--- src/hdl/pst_pkg.sv ---
// Package for the Poisson spike thinning block: widths, constants, state and register codes.
// No dependencies.
`default_nettype none
package pst_pkg;

    localparam int TIME_W     = 32;
    localparam int RATE_W     = 24;
    localparam int RMAX_W     = 26;
    localparam int UNI_W      = 16;
    localparam int LN_W       = 20;
    localparam int DIVD_W     = 40;
    localparam int DIV_CNT_W  = 6;

    localparam logic [DIV_CNT_W-1:0] DIV_STEPS = 6'd40;
    localparam logic [31:0] LN2_Q32     = 32'd2977044472;
    localparam logic [16:0] COS_A       = 17'd102944;
    localparam logic [15:0] COS_B       = 16'd42047;
    localparam logic [15:0] COS_C       = 16'd4640;
    localparam logic [15:0] ONE_Q15     = 16'd32768;
    localparam logic [15:0] QUARTER     = 16'd16384;
    localparam logic [16:0] RECIP_100   = 17'd83887;
    localparam logic [7:0]  PULSE_CYCLE = 8'd100;

    typedef enum logic [2:0] {
        ADDR_BASE_RATE    = 3'd0,
        ADDR_MOD_DEPTH    = 3'd1,
        ADDR_PHASE_STEP   = 3'd2,
        ADDR_PHASE_OFFSET = 3'd3,
        ADDR_PULSE_RATE   = 3'd4,
        ADDR_PULSE_START  = 3'd5,
        ADDR_PULSE_LENGTH = 3'd6,
        ADDR_END_TIME     = 3'd7
    } pst_addr_t;

    typedef enum logic [4:0] {
        ST_IDLE, ST_RMAX, ST_LOG0, ST_SQ, ST_SQN, ST_LN, ST_DIVS, ST_DIV,
        ST_TIME, ST_PH, ST_COS0, ST_X2, ST_T1, ST_T2, ST_T3, ST_C, ST_F,
        ST_CYC, ST_CYC2, ST_ACC, ST_CMP
    } pst_state_t;

    typedef struct packed {
        logic              start;
        logic [DIVD_W-1:0] dividend;
        logic [RMAX_W-1:0] divisor;
    } pst_div_req_t;

endpackage
`default_nettype wire

--- src/hdl/pst_div.sv ---
// Restoring divider, one quotient bit per cycle.
// Depends on pst_pkg.
`default_nettype none
module pst_div
    import pst_pkg::*;
(
    input  wire logic              aclk,
    input  wire logic              aresetn,
    input  wire pst_div_req_t      req,
    output logic                   done,
    output logic [DIVD_W-1:0]      quotient
);

    logic [RMAX_W-1:0]    rem_reg, rem_next;
    logic [DIVD_W-1:0]    quo_reg, quo_next;
    logic [DIV_CNT_W-1:0] cnt_reg, cnt_next;
    logic                 busy_reg, busy_next;
    logic                 done_reg, done_next;
    logic [RMAX_W:0]      trial;
    logic                 fits;

    assign trial = {rem_reg, quo_reg[DIVD_W-1]};
    assign fits  = trial >= {1'b0, req.divisor};

    always_comb begin
        rem_next  = rem_reg;
        quo_next  = quo_reg;
        cnt_next  = cnt_reg;
        busy_next = busy_reg;
        done_next = 1'b0;
        if (req.start) begin
            rem_next  = '0;
            quo_next  = req.dividend;
            cnt_next  = DIV_STEPS;
            busy_next = 1'b1;
        end else if (busy_reg) begin
            rem_next = fits ? RMAX_W'(trial - {1'b0, req.divisor}) : trial[RMAX_W-1:0];
            quo_next = {quo_reg[DIVD_W-2:0], fits};
            cnt_next = cnt_reg - 1'b1;
            if (cnt_reg == 6'd1) begin
                busy_next = 1'b0;
                done_next = 1'b1;
            end
        end
    end

    always_ff @(posedge aclk) begin
        if (!aresetn) begin
            busy_reg <= 1'b0;
            done_reg <= 1'b0;
            cnt_reg  <= '0;
        end else begin
            busy_reg <= busy_next;
            done_reg <= done_next;
            cnt_reg  <= cnt_next;
        end
        rem_reg <= rem_next;
        quo_reg <= quo_next;
    end

    assign done     = done_reg;
    assign quotient = quo_reg;

endmodule
`default_nettype wire

--- src/hdl/poisson_spike_thinning.sv ---
// Poisson spike thinning top level: APB registers, trial sequencer, shared multiplier.
// Depends on pst_pkg and pst_div.
//
// A trial beat uses the shared 32x32 multiplier over sixteen squarings for the logarithm,
// then the 40-step divider makes the interval, and thirteen further steps give the cosine
// rate, pulse window and acceptance test. With a zero bound the divider is skipped. Restart
// beats and beats after the train has finished return their result in the cycle after
// acceptance. Input is taken only while the sequencer is idle and the result register is
// free or being read.
`default_nettype none
module poisson_spike_thinning
    import pst_pkg::*;
(
    input  wire logic        aclk,
    input  wire logic        aresetn,
    input  wire logic        psel,
    input  wire logic        penable,
    input  wire logic        pwrite,
    input  wire logic [4:0]  paddr,
    input  wire logic [31:0] pwdata,
    output logic      [31:0] prdata,
    output logic             pready,
    input  wire logic        s_valid,
    output logic             s_ready,
    input  wire logic        s_cmd,
    input  wire logic [15:0] s_uniform_a,
    input  wire logic [15:0] s_uniform_b,
    output logic             m_valid,
    input  wire logic        m_ready,
    output logic             m_spike,
    output logic [31:0]      m_spike_time,
    output logic             m_done_res
);

    logic [23:0] base_rate_reg, pulse_rate_reg;
    logic [15:0] mod_depth_reg, phase_offset_reg;
    logic [31:0] phase_step_reg, end_time_reg;
    logic [6:0]  pulse_start_reg, pulse_length_reg;
    logic        wr_en;
    pst_addr_t   addr;

    assign pready = 1'b1;
    assign wr_en  = psel && penable && pwrite;
    assign addr   = pst_addr_t'(paddr[4:2]);

    always_ff @(posedge aclk) begin
        if (!aresetn) begin
            base_rate_reg    <= 24'd1048576;
            mod_depth_reg    <= '0;
            phase_step_reg   <= 32'd42949673;
            phase_offset_reg <= '0;
            pulse_rate_reg   <= '0;
            pulse_start_reg  <= '0;
            pulse_length_reg <= '0;
            end_time_reg     <= 32'd65536000;
        end else if (wr_en) begin
            unique case (addr)
                ADDR_BASE_RATE:    base_rate_reg    <= pwdata[23:0];
                ADDR_MOD_DEPTH:    mod_depth_reg    <= pwdata[15:0];
                ADDR_PHASE_STEP:   phase_step_reg   <= pwdata;
                ADDR_PHASE_OFFSET: phase_offset_reg <= pwdata[15:0];
                ADDR_PULSE_RATE:   pulse_rate_reg   <= pwdata[23:0];
                ADDR_PULSE_START:  pulse_start_reg  <= pwdata[6:0];
                ADDR_PULSE_LENGTH: pulse_length_reg <= pwdata[6:0];
                ADDR_END_TIME:     end_time_reg     <= pwdata;
                default: ;
            endcase
        end
    end

    always_comb begin
        unique case (addr)
            ADDR_BASE_RATE:    prdata = {8'd0, base_rate_reg};
            ADDR_MOD_DEPTH:    prdata = {16'd0, mod_depth_reg};
            ADDR_PHASE_STEP:   prdata = phase_step_reg;
            ADDR_PHASE_OFFSET: prdata = {16'd0, phase_offset_reg};
            ADDR_PULSE_RATE:   prdata = {8'd0, pulse_rate_reg};
            ADDR_PULSE_START:  prdata = {25'd0, pulse_start_reg};
            ADDR_PULSE_LENGTH: prdata = {25'd0, pulse_length_reg};
            ADDR_END_TIME:     prdata = end_time_reg;
            default:           prdata = '0;
        endcase
    end

    pst_state_t        state_reg, state_next;
    logic [31:0]       mul_a, mul_b;
    logic [63:0]       prod_reg;
    logic [15:0]       ua_reg, ua_next, ub_reg, ub_next;
    logic [RMAX_W-1:0] rmax_reg, rmax_next;
    logic [3:0]        p_reg, p_next, sq_cnt_reg, sq_cnt_next;
    logic [31:0]       m_reg, m_next;
    logic [15:0]       f_reg, f_next;
    logic [DIVD_W-1:0] ival_reg, ival_next;
    logic [31:0]       cur_reg, cur_next;
    logic              fin_reg, fin_next;
    logic [14:0]       z_reg, z_next, x2_reg, x2_next;
    logic              neg_reg, neg_next;
    logic [26:0]       rate_reg, rate_next;
    logic              ov_reg, ov_next;
    logic              spike_reg, spike_next, done_reg, done_next;
    logic [31:0]       stime_reg, stime_next;
    logic              s_fire, slot_free;
    pst_div_req_t      div_req;
    logic              div_done;
    logic [DIVD_W-1:0] div_q;

    logic [15:0] k;
    logic [3:0]  lead;
    logic [31:0] msq;
    logic [20:0] nl2;
    logic [40:0] tsum;
    logic [15:0] ph, s;
    logic [16:0] zw;
    logic [16:0] t3, r;
    logic [15:0] cval, dc, cyc16;
    logic [16:0] factor;
    logic [7:0]  win_end;
    logic        in_win, accept;

    assign slot_free = !ov_reg || m_ready;
    assign s_ready   = (state_reg == ST_IDLE) && slot_free;
    assign s_fire    = s_valid && s_ready;

    always_comb begin
        state_next = state_reg;
        unique case (state_reg)
            ST_IDLE: if (s_fire && !s_cmd && !fin_reg) state_next = ST_RMAX;
            ST_RMAX: state_next = ST_LOG0;
            ST_LOG0: state_next = ST_SQ;
            ST_SQ:   state_next = ST_SQN;
            ST_SQN:  state_next = (sq_cnt_reg == 4'd15) ? ST_LN : ST_SQ;
            ST_LN:   state_next = ST_DIVS;
            ST_DIVS: state_next = (rmax_reg == '0) ? ST_TIME : ST_DIV;
            ST_DIV:  if (div_done) state_next = ST_TIME;
            ST_TIME: state_next = ST_PH;
            ST_PH:   state_next = ST_COS0;
            ST_COS0: state_next = ST_X2;
            ST_X2:   state_next = ST_T1;
            ST_T1:   state_next = ST_T2;
            ST_T2:   state_next = ST_T3;
            ST_T3:   state_next = ST_C;
            ST_C:    state_next = ST_F;
            ST_F:    state_next = ST_CYC;
            ST_CYC:  state_next = ST_CYC2;
            ST_CYC2: state_next = ST_ACC;
            ST_ACC:  state_next = ST_CMP;
            ST_CMP:  if (slot_free) state_next = ST_IDLE;
            default: state_next = ST_IDLE;
        endcase
    end

    always_comb begin
        k = (ua_reg == '0) ? 16'd1 : ua_reg;
        lead = '0;
        for (int i = 1; i < 16; i++) begin
            if (k[i]) lead = 4'(i);
        end
        msq     = prod_reg[61:30];
        nl2     = {5'd16 - {1'b0, p_reg}, 16'd0} - {5'd0, f_reg};
        tsum    = {9'd0, cur_reg} + {1'b0, ival_reg};
        ph      = prod_reg[47:32] + phase_offset_reg;
        s       = ph + QUARTER;
        case (s[15:14])
            2'd0:    zw = {1'b0, s};
            2'd1:    zw = 17'd32768 - {1'b0, s};
            2'd2:    zw = {1'b0, s} - 17'd32768;
            default: zw = 17'd65536 - {1'b0, s};
        endcase
        t3      = COS_A - {1'b0, prod_reg[29:14]};
        r       = prod_reg[31:15];
        cval    = (r > 17'd32768) ? ONE_Q15 : r[15:0];
        dc      = prod_reg[30:15];
        if (!neg_reg) factor = {1'b0, ONE_Q15} + {1'b0, dc};
        else          factor = (dc > ONE_Q15) ? 17'd0 : {1'b0, ONE_Q15 - dc};
        cyc16   = cur_reg[31:16] - prod_reg[15:0];
        win_end = {1'b0, pulse_start_reg} + {1'b0, pulse_length_reg};
        in_win  = (cyc16[6:0] >= pulse_start_reg) && ({1'b0, cyc16[6:0]} < win_end);
        accept  = {1'b0, prod_reg[41:0]} <= {rate_reg, 16'd0};
    end

    always_comb begin
        mul_a       = '0;
        mul_b       = '0;
        ua_next     = ua_reg;
        ub_next     = ub_reg;
        rmax_next   = rmax_reg;
        p_next      = p_reg;
        sq_cnt_next = sq_cnt_reg;
        m_next      = m_reg;
        f_next      = f_reg;
        ival_next   = ival_reg;
        cur_next    = cur_reg;
        fin_next    = fin_reg;
        z_next      = z_reg;
        x2_next     = x2_reg;
        neg_next    = neg_reg;
        rate_next   = rate_reg;
        ov_next     = ov_reg && !m_ready;
        spike_next  = spike_reg;
        done_next   = done_reg;
        stime_next  = stime_reg;
        div_req     = '{start: 1'b0, dividend: {prod_reg[51:32], 20'd0}, divisor: rmax_reg};
        unique case (state_reg)
            ST_IDLE: begin
                if (s_fire) begin
                    ua_next = s_uniform_a;
                    ub_next = s_uniform_b;
                    if (s_cmd) begin
                        cur_next   = '0;
                        fin_next   = 1'b0;
                        ov_next    = 1'b1;
                        spike_next = 1'b0;
                        stime_next = '0;
                        done_next  = 1'b0;
                    end else if (fin_reg) begin
                        ov_next    = 1'b1;
                        spike_next = 1'b0;
                        stime_next = cur_reg;
                        done_next  = 1'b1;
                    end
                end
            end
            ST_RMAX: begin
                mul_a = {8'd0, base_rate_reg};
                mul_b = {15'd0, {1'b0, ONE_Q15} + {1'b0, mod_depth_reg}};
            end
            ST_LOG0: begin
                rmax_next   = RMAX_W'(prod_reg[40:15]) + RMAX_W'(pulse_rate_reg);
                p_next      = lead;
                m_next      = 32'({16'd0, k} << (5'd30 - {1'b0, lead}));
                f_next      = '0;
                sq_cnt_next = '0;
            end
            ST_SQ: begin
                mul_a = m_reg;
                mul_b = m_reg;
            end
            ST_SQN: begin
                m_next      = msq[31] ? {1'b0, msq[31:1]} : msq;
                f_next      = {f_reg[14:0], msq[31]};
                sq_cnt_next = sq_cnt_reg + 1'b1;
            end
            ST_LN: begin
                mul_a = {11'd0, nl2};
                mul_b = LN2_Q32;
            end
            ST_DIVS: begin
                if (rmax_reg == '0) ival_next = '1;
                else                div_req.start = 1'b1;
            end
            ST_DIV: if (div_done) ival_next = div_q;
            ST_TIME: cur_next = (|tsum[40:32]) ? '1 : tsum[31:0];
            ST_PH: begin
                mul_a = cur_reg;
                mul_b = phase_step_reg;
            end
            ST_COS0: begin
                z_next   = zw[14:0];
                neg_next = s[15];
            end
            ST_X2: begin
                mul_a = {17'd0, z_reg};
                mul_b = {17'd0, z_reg};
            end
            ST_T1: begin
                x2_next = prod_reg[28:14];
                mul_a   = {16'd0, COS_C};
                mul_b   = {17'd0, prod_reg[28:14]};
            end
            ST_T2: begin
                mul_a = {16'd0, COS_B - {3'd0, prod_reg[26:14]}};
                mul_b = {17'd0, x2_reg};
            end
            ST_T3: begin
                mul_a = {15'd0, t3};
                mul_b = {17'd0, z_reg};
            end
            ST_C: begin
                mul_a = {16'd0, mod_depth_reg};
                mul_b = {16'd0, cval};
            end
            ST_F: begin
                mul_a = {8'd0, base_rate_reg};
                mul_b = {15'd0, factor};
            end
            ST_CYC: begin
                rate_next = {1'b0, prod_reg[40:15]};
                mul_a     = {16'd0, cur_reg[31:16]};
                mul_b     = {15'd0, RECIP_100};
            end
            ST_CYC2: begin
                mul_a = {22'd0, prod_reg[32:23]};
                mul_b = {24'd0, PULSE_CYCLE};
            end
            ST_ACC: begin
                if (in_win) rate_next = rate_reg + {3'd0, pulse_rate_reg};
                mul_a = {16'd0, ub_reg};
                mul_b = {6'd0, rmax_reg};
            end
            ST_CMP: begin
                mul_a = {16'd0, ub_reg};
                mul_b = {6'd0, rmax_reg};
                if (slot_free) begin
                    ov_next    = 1'b1;
                    stime_next = cur_reg;
                    spike_next = accept && (cur_reg < end_time_reg);
                    done_next  = accept && (cur_reg >= end_time_reg);
                    if (accept && (cur_reg >= end_time_reg)) fin_next = 1'b1;
                end
            end
            default: ;
        endcase
    end

    pst_div u_div (
        .aclk     (aclk),
        .aresetn  (aresetn),
        .req      (div_req),
        .done     (div_done),
        .quotient (div_q)
    );

    always_ff @(posedge aclk) begin
        if (!aresetn) begin
            state_reg <= ST_IDLE;
            cur_reg   <= '0;
            fin_reg   <= 1'b0;
            ov_reg    <= 1'b0;
        end else begin
            state_reg <= state_next;
            cur_reg   <= cur_next;
            fin_reg   <= fin_next;
            ov_reg    <= ov_next;
        end
        prod_reg   <= mul_a * mul_b;
        ua_reg     <= ua_next;
        ub_reg     <= ub_next;
        rmax_reg   <= rmax_next;
        p_reg      <= p_next;
        sq_cnt_reg <= sq_cnt_next;
        m_reg      <= m_next;
        f_reg      <= f_next;
        ival_reg   <= ival_next;
        z_reg      <= z_next;
        x2_reg     <= x2_next;
        neg_reg    <= neg_next;
        rate_reg   <= rate_next;
        spike_reg  <= spike_next;
        done_reg   <= done_next;
        stime_reg  <= stime_next;
    end

    assign m_valid      = ov_reg;
    assign m_spike      = spike_reg;
    assign m_spike_time = stime_reg;
    assign m_done_res   = done_reg;

endmodule
`default_nettype wire

--- config.mk ---
export PLATFORM = sky130hd
export DESIGN_NAME = poisson_spike_thinning
export DESIGN_NICKNAME = d
export VERILOG_FILES = /design/src/hdl/pst_pkg.sv /design/src/hdl/pst_div.sv /design/src/hdl/poisson_spike_thinning.sv
export SDC_FILE = /design/constraint.sdc
export NUM_CORES = 2
export LEC_CHECK = 0
export BUFFER_PORTS_ARGS = -buffer_cell sky130_fd_sc_hd__buf_2
export CAP_MARGIN = 10
export CORE_ASPECT_RATIO = 0.6
export CORE_MARGIN = 8
export CORE_UTILIZATION = 40
export DETAILED_ROUTE_END_ITERATION = 10
export PLACE_DENSITY = 0.51
export SLEW_MARGIN = 20
export SYNTH_ARGS = -nofsm -noshare
export SYNTH_HDL_FRONTEND = slang
export SYNTH_SLANG_ARGS = --single-unit
--- constraint.sdc ---
create_clock -name aclk -period 18.4 [get_ports aclk]
set_input_delay 3.68 -clock aclk [delete_from_list [all_inputs] [get_ports aclk]]
set_output_delay 3.68 -clock aclk [all_outputs]
set_load 0.01 [all_outputs]
==> metrics.csv <==
stage,metric,value,unit
synthesis,top_reg_cell synth,dfxtp_1,
clock_tree,clk buf depth,3,
critical_path,Worst EP required,18940,ps
timing,Rel. slew slack,0.162,
global_route,first-pass GRT wire length,397,mm
critical_path,"CP delay by family, top",adder cells,
place,Final HPWL DP,215,mm
timing,Final Max Tran Viols,0,
route,DRT iter0 DRCs,7415,
timing,RSZ-0062 raised after global routing,no,
power_and_ir_drop,sequential group share of total power,0.312,
synthesis,"area leader, netlist",fa_1,
final_layout,Layout area overhead,8.15,%
run_status,status,"complete, no violations",
floorplan,die width,545,microns
floorplan,die height,333,microns
run,max cap viols,0,
timing,Final setup viols,0,
final_layout,cell area after layout,0.0725,sq mm
power_and_ir_drop,peak supply drop,0.0000807,V
critical_path,crit end category,flip-flop,
timing,period utilization,0.673,
synthesis,Post-Syn Area,0.0670,sq mm
synthesis,Synth area leaders,"fa_1 (27%), edfxtp_1 (12%), dfxtp_1 (9.3%)",
critical_path,Worst Setup Start Kind,flip-flop,
clock_tree,root buf cell,clkbuf_16,
power_and_ir_drop,Power Internal,3.27,mW
route,vias per cell,5.73,
synthesis,average footprint of a synthesized cell,8.76,sq um
timing,fmax,80.8,MHz
synthesis,area share of the largest cell type after synthesis,0.269,
route,drt wl/cell,27.6,microns
clock_tree,setup bufs post-CTS,0,
timing,Max Clock Skew,68.3,ps
floorplan,IO Count,146,
final_layout,Nets,9100,
route,1st-pass router iterations,7,
power_and_ir_drop,Sw Ratio,0.478,
synthesis,synthesized net count,9111,
place,placed cell area,0.0706,sq mm
final_layout,max FFs per register,62,
place,Placer Congestion,0.993,
worst_hold_path,hold crit path type,flip-flop to flip-flop,
critical_path,critical path type,flip-flop to flip-flop,
floorplan,Core Rows,116,
critical_path,CP peak stage delay,980,ps
timing,Final Hold Fails,0,
place,number of I/O port buffers,142,
timing,Slew @ Worst Pin,1250,ps
floorplan,core area,0.167,sq mm
global_route,total grt overflow,0,
route,final WL,274,mm
power_and_ir_drop,Clock power frac,0.201,
timing,"Min Clock Period, post-route",12380,ps
power_and_ir_drop,P per Cell Area,86.5,mW/mm^2
route,detailed-route DRC error count,0,
clock_tree,H-tree depth,2,
clock_tree,CTS Sinks,579,
synthesis,YS warnings,0,
power_and_ir_drop,Sw Pwr,3.00,mW
timing,Sum Neg Setup Slack,0,ps
clock_tree,CTS tree,yes,
global_route,pin count of the biggest net entering global routing,76,
power_and_ir_drop,power share of the combinational group,0.487,
critical_path,slowest CP cell,nand3_1,
final_layout,fill cell count,16567,
clock_tree,cts repair resizes,0,
critical_path,Worst Path Buf+Inv,6,
floorplan,die footprint,0.181,sq mm
critical_path,"Arr. time, crit path",12930,ps
synthesis,post-synth cell types,107,
global_route,vias in the first global route,54804,
global_route,initial antenna violation count,15,
route,total number of vias,56916,
clock_tree,clk_lat worst skew,700,ps
clock_tree,TritonCTS Buffers,56,
synthesis,Synth Instances,7654,
route,antenna-violating nets left,0,
power_and_ir_drop,LEAKAGE,32.9,nW
floorplan,Initial Util,0.402,
clock_tree,"Reg clk slew, reported paths",70,ps
synthesis,"EDFF count, synth",266,
synthesis,share of synthesized registers carrying an async set or reset,0,
synthesis,"Seq/Total Area, Yosys",0.213,
synthesis,post-synthesis register bit count,579,
clock_tree,hold buffers post-CTS,0,
final_layout,layout cells sized above 1,0.0762,
critical_path,"critical path fanouts, max",15,
critical_path,CP most frequent cell,fa_1,
global_route,Total GRT Usage,0.298,
==> per-stage QoR <==
step	hold slack [ps]	setup WS, ps	std cells	utilization	total power, mW
global route	475	5600	9933	0.435	6.56
floorplan	436	8970	7654	-	3.69
finish	461	6020	9938	0.435	6.27
global placement	443	6120	9825	0.424	4.89
CTS	462	5980	9930	0.435	6.19
detailed placement	452	6040	9825	0.424	4.92
==> power groups by stage <==
stage | sequential, mW | combinational (mW) | clock (mW)
final | 1.96 | 3.06 | 1.26
after global routing | 1.96 | 3.27 | 1.33
after CTS | 1.94 | 2.98 | 1.27
after detailed placement | 1.96 | 2.96 | 0
after global placement | 1.96 | 2.93 | 0
after floorplan | 1.81 | 1.87 | 0
==> placed cells by master, fill, tap and decap left out, types with 87 or more instances in the layout <==
cell      count
ha_1        478
dfxtp_1     311
xnor2_1     147
mux2i_1     116
nand2_1    1087
buf_4       183
nand3_1      89
buf_2       142
a21oi_1     417
a21o_1       87
fa_1        902
nor2_1      802
edfxtp_1    266
o21ai_0     276
inv_1      1124
==> cell usage after synthesis, types with 11 or more instances <==
cell type  instances
nor2b_1           39
nor2_1           810
nor4_1            27
nand4_1           46
nand2_1         1089
a22o_1            24
a21o_1            87
a222oi_1          21
a211oi_1          42
and2_1            85
mux2i_1          116
edfxtp_1         266
dfxtp_1          313
a21oi_1          420
a211o_1           11
a221oi_1          37
clkbuf_1         268
and3_1            33
nand2b_1          76
or2_2             58
fa_1             902
or2_1             12
o21ai_0          277
o21a_1            32
inv_1           1125
o211ai_1          31
nor3_1            66
nand3_1           92
o31ai_1           21
xnor2_1          147
o22ai_1           19
xor2_1            83
o21bai_1          29
a221o_1           16
or3_1             34
ha_1             478
buf_1             14
a31oi_1           34
a22oi_1           70
buf_2             94
==> final timing paths <==
path | from | end | slack, ps | cells after the start
min | end_time_reg[8]$_SDFFE_PN0P_ | end_time_reg[8]$_SDFFE_PN0P_ | 460 | 2
max | prod_reg[21]$_DFF_P_ | prod_reg[61]$_DFF_P_ | 6020 | 33
max reg2reg | prod_reg[21]$_DFF_P_ | prod_reg[61]$_DFF_P_ | 6020 | 33
min reg2reg | end_time_reg[8]$_SDFFE_PN0P_ | end_time_reg[8]$_SDFFE_PN0P_ | 460 | 2
==> worst reg2reg max path: cells and delay by family (launching register included) <==
kind	cells	cell delay, ps
fa+ha+maj	10	4820
compound gates	9	3480
simple gates	8	2970
flops	1	500
buf+inv	6	460
==> area by class of cell <==
cell class                 count  area (sq um)  share of cell area
tap                         2242          2810              0.0387
clock buffer                  69          1560              0.0214
sequential                   579         14300               0.197
clock inverter                36           335             0.00462
inverter                    1127          4230              0.0584
timing repair buffer         327          2120              0.0292
multi-input combinational   5552         47200               0.651
antenna                        6          15.0            0.000207
==> routing by layer <==
metal  vias up  global-route usage  routed length (microns)
met5         -                   0                       13
met4         2              0.0731                     7770
met3       326              0.0958                    37200
met2      2997               0.370                    98000
met1     28736               0.480                   131000
li1      24855                   -                        -
==> kinds of logic (layout without fill, tap and decap cells) <==
kind of cell,after synthesis,in the layout,synth area share
compound gates,1290,1290,0.125
xor+xnor,230,230,0.0300
fa+ha+maj,1380,1380,0.359
buf+inv,1523,1559,0.0887
flops,579,579,0.213
mux,134,134,0.0217
other cells,1,7,0.0000559
simple gates,2517,2517,0.163
Note: power is estimated with default switching activity, not from simulation.
